===== config.mk =====
export PLATFORM = sky130hd
export DESIGN_NAME = madr_ctrl
export DESIGN_NICKNAME = d
export VERILOG_FILES = /design/src/rtl/madr_pkg.sv /design/src/rtl/madr_ctrl.sv
export SDC_FILE = /design/constraint.sdc
export NUM_CORES = 1
export LEC_CHECK = 0
export BUFFER_PORTS_ARGS = -buffer_cell sky130_fd_sc_hd__buf_2
export CAP_MARGIN = 20
export CORE_AREA = 10 10 47 49
export DETAILED_ROUTE_END_ITERATION = 8
export DIE_AREA = 0 0 57 59
export MAX_ROUTING_LAYER = met4
export PLACE_DENSITY_LB_ADDON = 0.3
export SYNTH_ARGS = -nofsm -noshare
export SYNTH_HDL_FRONTEND = slang
export SYNTH_SLANG_ARGS = --single-unit

===== constraint.sdc =====
create_clock -name clk_i -period 1.09 [get_ports clk_i]
set_input_delay 0.218 -clock clk_i [delete_from_list [all_inputs] [get_ports clk_i]]
set_output_delay 0.218 -clock clk_i [all_outputs]
set_load 0.1 [all_outputs]

===== src/rtl/madr_pkg.sv =====
package madr_pkg;

  localparam int SMP_W      = 24;
  localparam int SLACK_W    = 13;
  localparam int DELAY_W    = 12;
  localparam int KIND_W     = 2;
  localparam int CHAN_W     = 1;

  localparam int DEPTH_DEFAULT    = 4096;
  localparam int CHANNELS_DEFAULT = 2;

  localparam logic [SLACK_W-1:0] SLACK_RESET = SLACK_W'(128);

  localparam logic [SMP_W-1:0] SMP_MAX = {1'b0, {(SMP_W-1){1'b1}}};
  localparam logic [SMP_W-1:0] SMP_MIN = {1'b1, {(SMP_W-1){1'b0}}};

  localparam logic [KIND_W-1:0] KIND_WRITE = 2'd0;
  localparam logic [KIND_W-1:0] KIND_READ  = 2'd1;
  localparam logic [KIND_W-1:0] KIND_ACC   = 2'd2;
  localparam logic [KIND_W-1:0] KIND_CLEAR = 2'd3;

  typedef struct packed {
    logic item_load;
    logic mem_wr;
    logic mem_rd;
    logic acc_wb;
    logic clr_start;
    logic clr_step;
    logic out_load;
  } cmd_t;

  typedef struct packed {
    logic [KIND_W-1:0] kind;
    logic              clr_last;
    logic              out_busy;
  } sts_t;

endpackage


===== src/rtl/madr_ctrl.sv =====
module madr_ctrl (
  input  logic            clk_i,
  input  logic            rst_ni,
  input  logic            in_valid_i,
  output logic            in_stall_o,
  input  madr_pkg::sts_t  sts_i,
  output madr_pkg::cmd_t  cmd_o
);

  localparam logic [2:0] ST_CLR  = 3'd0;
  localparam logic [2:0] ST_IDLE = 3'd1;
  localparam logic [2:0] ST_EXEC = 3'd2;
  localparam logic [2:0] ST_RESP = 3'd3;
  localparam logic [2:0] ST_ACC  = 3'd4;

  logic [2:0] state_q, state_d;

  assign in_stall_o = (state_q != ST_IDLE);

  always_comb begin
    state_d = state_q;
    cmd_o   = '0;
    case (state_q)
      ST_CLR: begin
        cmd_o.clr_step = 1'b1;
        if (sts_i.clr_last) begin
          state_d = ST_IDLE;
        end
      end
      ST_IDLE: begin
        if (in_valid_i) begin
          cmd_o.item_load = 1'b1;
          state_d         = ST_EXEC;
        end
      end
      ST_EXEC: begin
        case (sts_i.kind)
          madr_pkg::KIND_WRITE: begin
            cmd_o.mem_wr = 1'b1;
            state_d      = ST_IDLE;
          end
          madr_pkg::KIND_READ: begin
            cmd_o.mem_rd = 1'b1;
            state_d      = ST_RESP;
          end
          madr_pkg::KIND_ACC: begin
            cmd_o.mem_rd = 1'b1;
            state_d      = ST_ACC;
          end
          default: begin
            cmd_o.clr_start = 1'b1;
            state_d         = ST_CLR;
          end
        endcase
      end
      ST_RESP: begin
        if (!sts_i.out_busy) begin
          cmd_o.out_load = 1'b1;
          state_d        = ST_IDLE;
        end
      end
      ST_ACC: begin
        cmd_o.acc_wb = 1'b1;
        state_d      = ST_IDLE;
      end
      default: begin
        state_d = ST_IDLE;
      end
    endcase
  end

  always_ff @(posedge clk_i or negedge rst_ni) begin
    if (!rst_ni) begin
      state_q <= ST_CLR;
    end else begin
      state_q <= state_d;
    end
  end

  a_load_from_idle: assert property (@(posedge clk_i) disable iff (!rst_ni)
    cmd_o.item_load |=> (state_q == ST_EXEC))
    else $error("item load did not lead to execute");

  a_acc_after_read: assert property (@(posedge clk_i) disable iff (!rst_ni)
    cmd_o.acc_wb |-> $past(cmd_o.mem_rd))
    else $error("accumulate write-back without preceding read");

  a_resp_held: assert property (@(posedge clk_i) disable iff (!rst_ni)
    (state_q == ST_RESP && sts_i.out_busy) |=> (state_q == ST_RESP))
    else $error("read beat dropped while output stalled");

endmodule


==> results of run 1 <==
[kinds of logic after synthesis]
kind of cell               Yosys count
buffers and inverters                4
muxes                                1
AOI/OAI and AO/OA                    3
DFF                                  3
adders and majority gates            4
and+or+nand+nor                     13
[cells in the final DEF, fill, tap and decap left out, types with 2 or more instances in the layout]
cell type	instances
ha_1	4
nor3b_4	3
buf_12	9
buf_2	6
buf_4	10
clkbuf_4	3
and3_4	3
inv_1	3
dfrtp_1	2
[routing by layer]
metal  track usage (%)  vias up
met3              2.58        0
met5                 -        -
li1                  -      159
met4              7.05        0
met1              5.59      142
met2              9.92       12
[layout make-up]
type | count | area [sq um] | share of cell area [%]
timing repair buffer | 27 | 307 | 44.3
multi-input combinational | 21 | 251 | 36.3
sequential | 3 | 76.3 | 11.0
clock buffer | 4 | 26.3 | 3.80
tap | 16 | 20.0 | 2.89
inverter | 3 | 11.3 | 1.63
[critical path, delay by kind of cell (launching register included)]
kind	cells	cell delay, ns
AND/OR/NAND/NOR	2	0.42
flip-flops	1	0.39
buffers and inverters	1	0.21
[path summary, 6_finish.rpt]
check / cells past startpoint / start / slack (ns) / end
max: 3 / state_q[2] / -0.38 / cmd_o[6]
min: 3 / sts_i[1] / 0.25 / state_q[0]
max reg2reg: 4 / state_q[2] / -0.03 / state_q[0]
min reg2reg: 2 / state_q[0] / 0.68 / state_q[1]
max in group asynchronous: 2 / rst_ni / 0.66 / state_q[0]
min in group asynchronous: 2 / rst_ni / 0.31 / state_q[2]
[what timing repair did]
action                                  CTS  global route
buffers inserted                          2             0
hold buffers                              1             0
hold endpoints to repair                  3             0
resized for setup                         1             2
pin swaps                                 2             2
gates cloned                              0             0
endpoints found under the setup margin    9             9
[synthesized netlist by cell type]
cell type	count
dfrtp_1	3
nand2b_4	1
nor2_1	1
o21ai_1	1
inv_1	3
nand2b_1	1
nor3b_1	2
ha_1	4
and3_1	4
buf_6	1
or2_1	1
mux2i_1	1
nor3_1	1
a31oi_1	1
o211ai_4	1
nor3b_2	1
nand4bb_1	1
[per-stage QoR]
step | setup slack, ns | cell area, sq um | hold WS [ns] | power (mW)
final | -0.378 | 692 | 0.254 | 2.07
after global routing | -0.442 | 692 | 0.288 | 2.17
after CTS | -0.394 | 686 | 0.248 | 2.08
after detailed placement | -0.148 | 639 | 0.0160 | 1.82
after global placement | -0.150 | 639 | 0.0143 | 1.81
after floorplan | -0.595 | 345 | -0.0776 | 1.21
[power groups by stage]
stage | Combinational, mW | Clock, mW | Sequential [mW]
global route | 1.75 | 0.214 | 0.208
global placement | 1.61 | 0 | 0.203
detailed placement | 1.62 | 0 | 0.203
finish | 1.67 | 0.195 | 0.203
floorplan | 0.975 | 0 | 0.231
CTS | 1.67 | 0.206 | 0.201
==> results.md, run 1 <==
- Met3 wire len: 64 um
- CP Cell Sequence: nand2b_4 > nor3b_4 > buf_12
- Main combinational cell family by area after synthesis: simple AND/OR/NAND/NOR gates
- Root buffer cell: clkbuf_4
- Clock share of power: under 10%
- Biggest register: state_q
- Synth area leaders: dfrtp_1, ha_1, and3_1, o211ai_4, nor3b_1
- Max-cap violations: 0
- #FFs+latches synth: 3
- Net Sw Power: approximately 1.1 mW
- Max reg flops: 3
- Cell Pwr Density: 2990 nW/um^2
- CTS tree: done
- Slew margin rel.: a little under nine tenths
- Setup TNS: -2.87 ns
- Worst setup EP type: output port
- Core area: 1400 sq um
- CP peak stage delay: 0.39 ns
- Final Core Density: between 40% and 50%
- Crit path max fanout: 4
- Critical-path top delay cell: dfrtp_1
- RSZ-0062 raised after global routing: true
- Final WL: roughly 860 um
- Final Max Tran Viols: 0
- Crit path arrival time: 1.25 ns
- Critical Path Start Type: flip-flop
- DP HPWL: 744 um
- Leak: 0.321 nW
- Final GP Congestion: between 0.7 and 0.8
- Failing checks: negative setup slack
- Synth warnings: 0
- DIE WIDTH: 57 um
- Antenna fix cells: 0
- Vias per cell: approximately 4.2
- Top Ports: 15
- Clock slew at reported path FFs: 0.04 ns
- Layout cells sized above 1: between 70% and 80%
- Inst Count DP: between 60 and 70
- Max Clock Skew: 0.00221 ns
- Post-synth top area share: 26.0%
- Worst setup margin: -0.378 ns
- Seq/Total Area, Yosys: 26.0%
- Initial antenna violation count: 0
- Post-route clock period utilization: 135%
- Endpoints failing setup: 9
- WL/cell: 11.6 um
- Initial DRC Count: 1
- Min-Delay Path Class: input pin to flip-flop
- Slew @ Worst Pin: 0.214 ns
- Hold Vio Cnt, Final: 0
- Filler Cells Inserted: 135
- IO Port Bufs: 14
- Syn Area/Cell: 10.3 sq um
- Fmax: 681 MHz
- GRT Total Usage: 6.40%
- Worst-Skew Late Latency: roughly 0.23 ns
- CTS buffer count: 3
- Vias: 313
- Cell accounting for the most synthesized area: dfrtp_1
- WP data required: 0.87 ns
- Post-synthesis mux area share: 3.46%
- Max VDD drop: 1.29 mV
- Wl on met1: 344 um
- H-tree depth: 1
- Final worst path period need: about 1.5 ns
- Synth cell types: 17
- Uppermost layer routed: met3
- Total Nets Final: 70
- Routed Antenna Nets: 0
- Sw Share: 51.7%
- First-pass GRT wire length: around 1.6 mm
- Die H: approximately 59 um
- Combinational Power Share: 80.7%
- Post-Synth Adder-Cell Area: 17.3%
- Synth Area in Compound Gates: a little under an eighth
- Grt ovf: 0
- Drt drc: 0
- Net Count, Synth: 39
- Die ar.: between 3000 and 4000 sq um
- Int Pwr: 0.997 mW
- Top Registers: state_q (3)
- Drt pass-1 iters: 4
- Initial Util: between 20% and 30%
- Cell Area, Synth: 289 sq um
- Row count: 14
- Vias in the first global route: 383
- Synth Area in XOR/XNOR: 0%
- Met2 wire length: 450 um
- Crit Path Category: flip-flop to output port
- Clk sinks: 3
- Part of the power in registers: 9.8%
- Clk buf depth: 2
- Simple-gate share of the synthesized area: about a third
- Run status: complete, but fails checks
- Layout area overhead: 139%
- Post-Syn Instances: 28
- Maximum number of pins on one net before global-route repair: 11
- Non-Filler Instances: between 70 and 80
(Power assumes the default switching activity.)
==> inputs of run 2 (changes only) <==
--- a/config.mk
+++ b/config.mk
@@ -8,6 +8,7 @@
 export BUFFER_PORTS_ARGS = -buffer_cell sky130_fd_sc_hd__buf_2
 export CAP_MARGIN = 20
 export CORE_AREA = 10 10 47 49
+export CTS_CLUSTER_SIZE = 25
 export DETAILED_ROUTE_END_ITERATION = 8
 export DIE_AREA = 0 0 57 59
 export MAX_ROUTING_LAYER = met4
==> constraint.sdc (replaced) <==
create_clock -name clk_i -period 1.7 [get_ports clk_i]
set_input_delay 0.34 -clock clk_i [delete_from_list [all_inputs] [get_ports clk_i]]
set_output_delay 0.34 -clock clk_i [all_outputs]
set_load 0.1 [all_outputs]
==> results.md, run 2 (synthesis results as in run 1) <==
- Crit path max fanout: 4
- Vias per cell: 4.48
- RSZ-0062 raised after global routing: false
- Total stage count of the critical path: 3
- Drt pass-1 iters: 1
- Layout cells sized above 1: 67.3%
- Clk sinks: 3
- Maximum number of pins on one net before global-route repair: 11
- Post-route design area: roughly 600 sq um
- CTS tree: done
- Max VDD drop: 0.548 mV
- CTS buffer count: 3
- Root buffer cell: clkbuf_4
- WL/cell: roughly 12 um
- Worst hold start: sts_i[1]
- DIE WIDTH: 57 um
- Critical Path Start Type: flip-flop
- Core area: between 1000 and 1500 sq um
- Run status: complete, no violations
- Grt ovf: 0
- Antenna fix cells: 0
- Final WL: approximately 790 um
- Final worst path period need: 1.65 ns
- Slew margin rel.: 82.6%
- Reg-to-Reg End: state_q[0]
- Reg2reg setup slack: 0.53 ns
- Critical Path Source: state_q[2]
- Most frequent cells in the layout: buf_12, buf_2, ha_1
- Most common library cell in the layout ignoring fill and taps: buf_12
- Slew @ Worst Pin: 0.261 ns
- Cell depth of the worst flop-to-flop path: 4
- Initial Util: 20.6%
- Vias: around 290
- Final GP Congestion: 0.715
- Dpl cell area: 541 sq um
- CP bufs+invs: 1
- Drt drc: 0
- WP data required: 1.36 ns
- Fmax: 606 MHz
- Final Max Tran Viols: 0
- H-tree depth: 1
- CP Cell Sequence: nand2b_4 > nor3b_4 > buf_12
- Initial antenna violation count: 0
- Endpoints failing setup: 0
- Clock slew at reported path FFs: 0.04 ns
- GRT Total Usage: 5.91%
- Vias in the first global route: 327
- Crit Path Category: flip-flop to output port
- Hold Vio Cnt, Final: 0
- Worst-Skew Late Latency: roughly 0.24 ns
- Leak: 0.273 nW
- Layout area overhead: 108%
- Power consumption: between 1 and 1.5 mW
- Top Registers: state_q (3)
- Cell Pwr Density: 1970 nW/um^2
- Max reg flops: 3
- CP top delay family: simple AND/OR/NAND/NOR gates
- R2r startpoint: state_q[2]
- CP peak stage delay: 0.43 ns
- Crit path arrival time: about 1.3 ns
- Final Core Density: 42.9%
- Die H: around 59 um
- Routed Antenna Nets: 0
- Biggest register: state_q
- Max Clock Skew: around 0.00034 ns
- IO Port Bufs: 14
- Non-Filler Instances: 65
- Initial DRC Count: 0
- Crit path capture: cmd_o[6]
- Row count: 14
- Inst Count DP: 58
- Total Nets Final: 61
- Die ar.: 3360 sq um
- Post-route clock period utilization: 97.1%
- Critical-path top delay cell: dfrtp_2
- Clk buf depth: 2
- First-pass GRT wire length: approximately 1.5 mm
- Max-cap violations: 0
- Setup TNS: 0 ns
- Worst setup EP type: output port
- Top Ports: 15
- Min-Delay Path Class: input pin to flip-flop
-- run 2: changes by cell type in the layout (fill, tap and decap cells not counted) --
cell / change
nor2_4: +1
buf_12: -1
dfrtp_2: +2
dfrtp_1: -2
and3_2: +3
and3_4: -3
or2_1: +1
nor2_2: -1
or2_4: -1
buf_4: -7
buf_6: -1
-- run 2: repair_timing --
action                     in CTS  in global routing
hold buffers                    1                  0
gates resized for setup         2                  2
pin swaps                       0                  1
hold endpoints to repair        3                  0
setup endpoints to repair       4                  6
setup buffers                   0                  2
-- run 2: layout make-up --
class | count | area [sq um]
fillers | 144 | 800
multi-input cells | 21 | 243
flip-flops and latches | 3 | 78.8
well taps | 16 | 20.0
repair buffers | 18 | 223
inverters | 3 | 11.3
clock buffers | 4 | 26.3
-- run 2: metal layers --
layer	track usage (%)	up-vias	routed length, um
met4	7.05	0	47
met2	7.91	18	324
met5	-	-	0
met1	5.35	126	321
met3	3.43	4	100
li1	-	143	-
-- run 2: worst min path at each step --
| stage | to | cells past startpoint |
|---|---|---|
| after CTS | state_q[0] | 3 |
| after global routing | state_q[0] | 3 |
| final | state_q[0] | 3 |
| after detailed placement | state_q[1] | 1 |
| after floorplan | state_q[0] | 0 |
| after global placement | state_q[2] | 1 |
-- run 2: where the power goes --
part / internal [mW] / total, mW / switching, mW
combinational: 0.335 / 0.866 / 0.531
clock: 0.0881 / 0.127 / 0.0392
sequential: 0.102 / 0.195 / 0.0925
total: 0.525 / 1.19 / 0.663
-- run 2: worst min-delay path: stages --
cell	delay, ns
buf_2	0.10
nand2b_1	0.06
a31oi_1	0.08
-- run 2: through the flow --
step                hold WS [ns]  setup WS [ns]
finish                     0.375         0.0490
global route               0.385        0.00596
CTS                        0.391         0.0161
detailed placement         0.137          0.216
global placement           0.135          0.217
floorplan                 0.0444        -0.0890
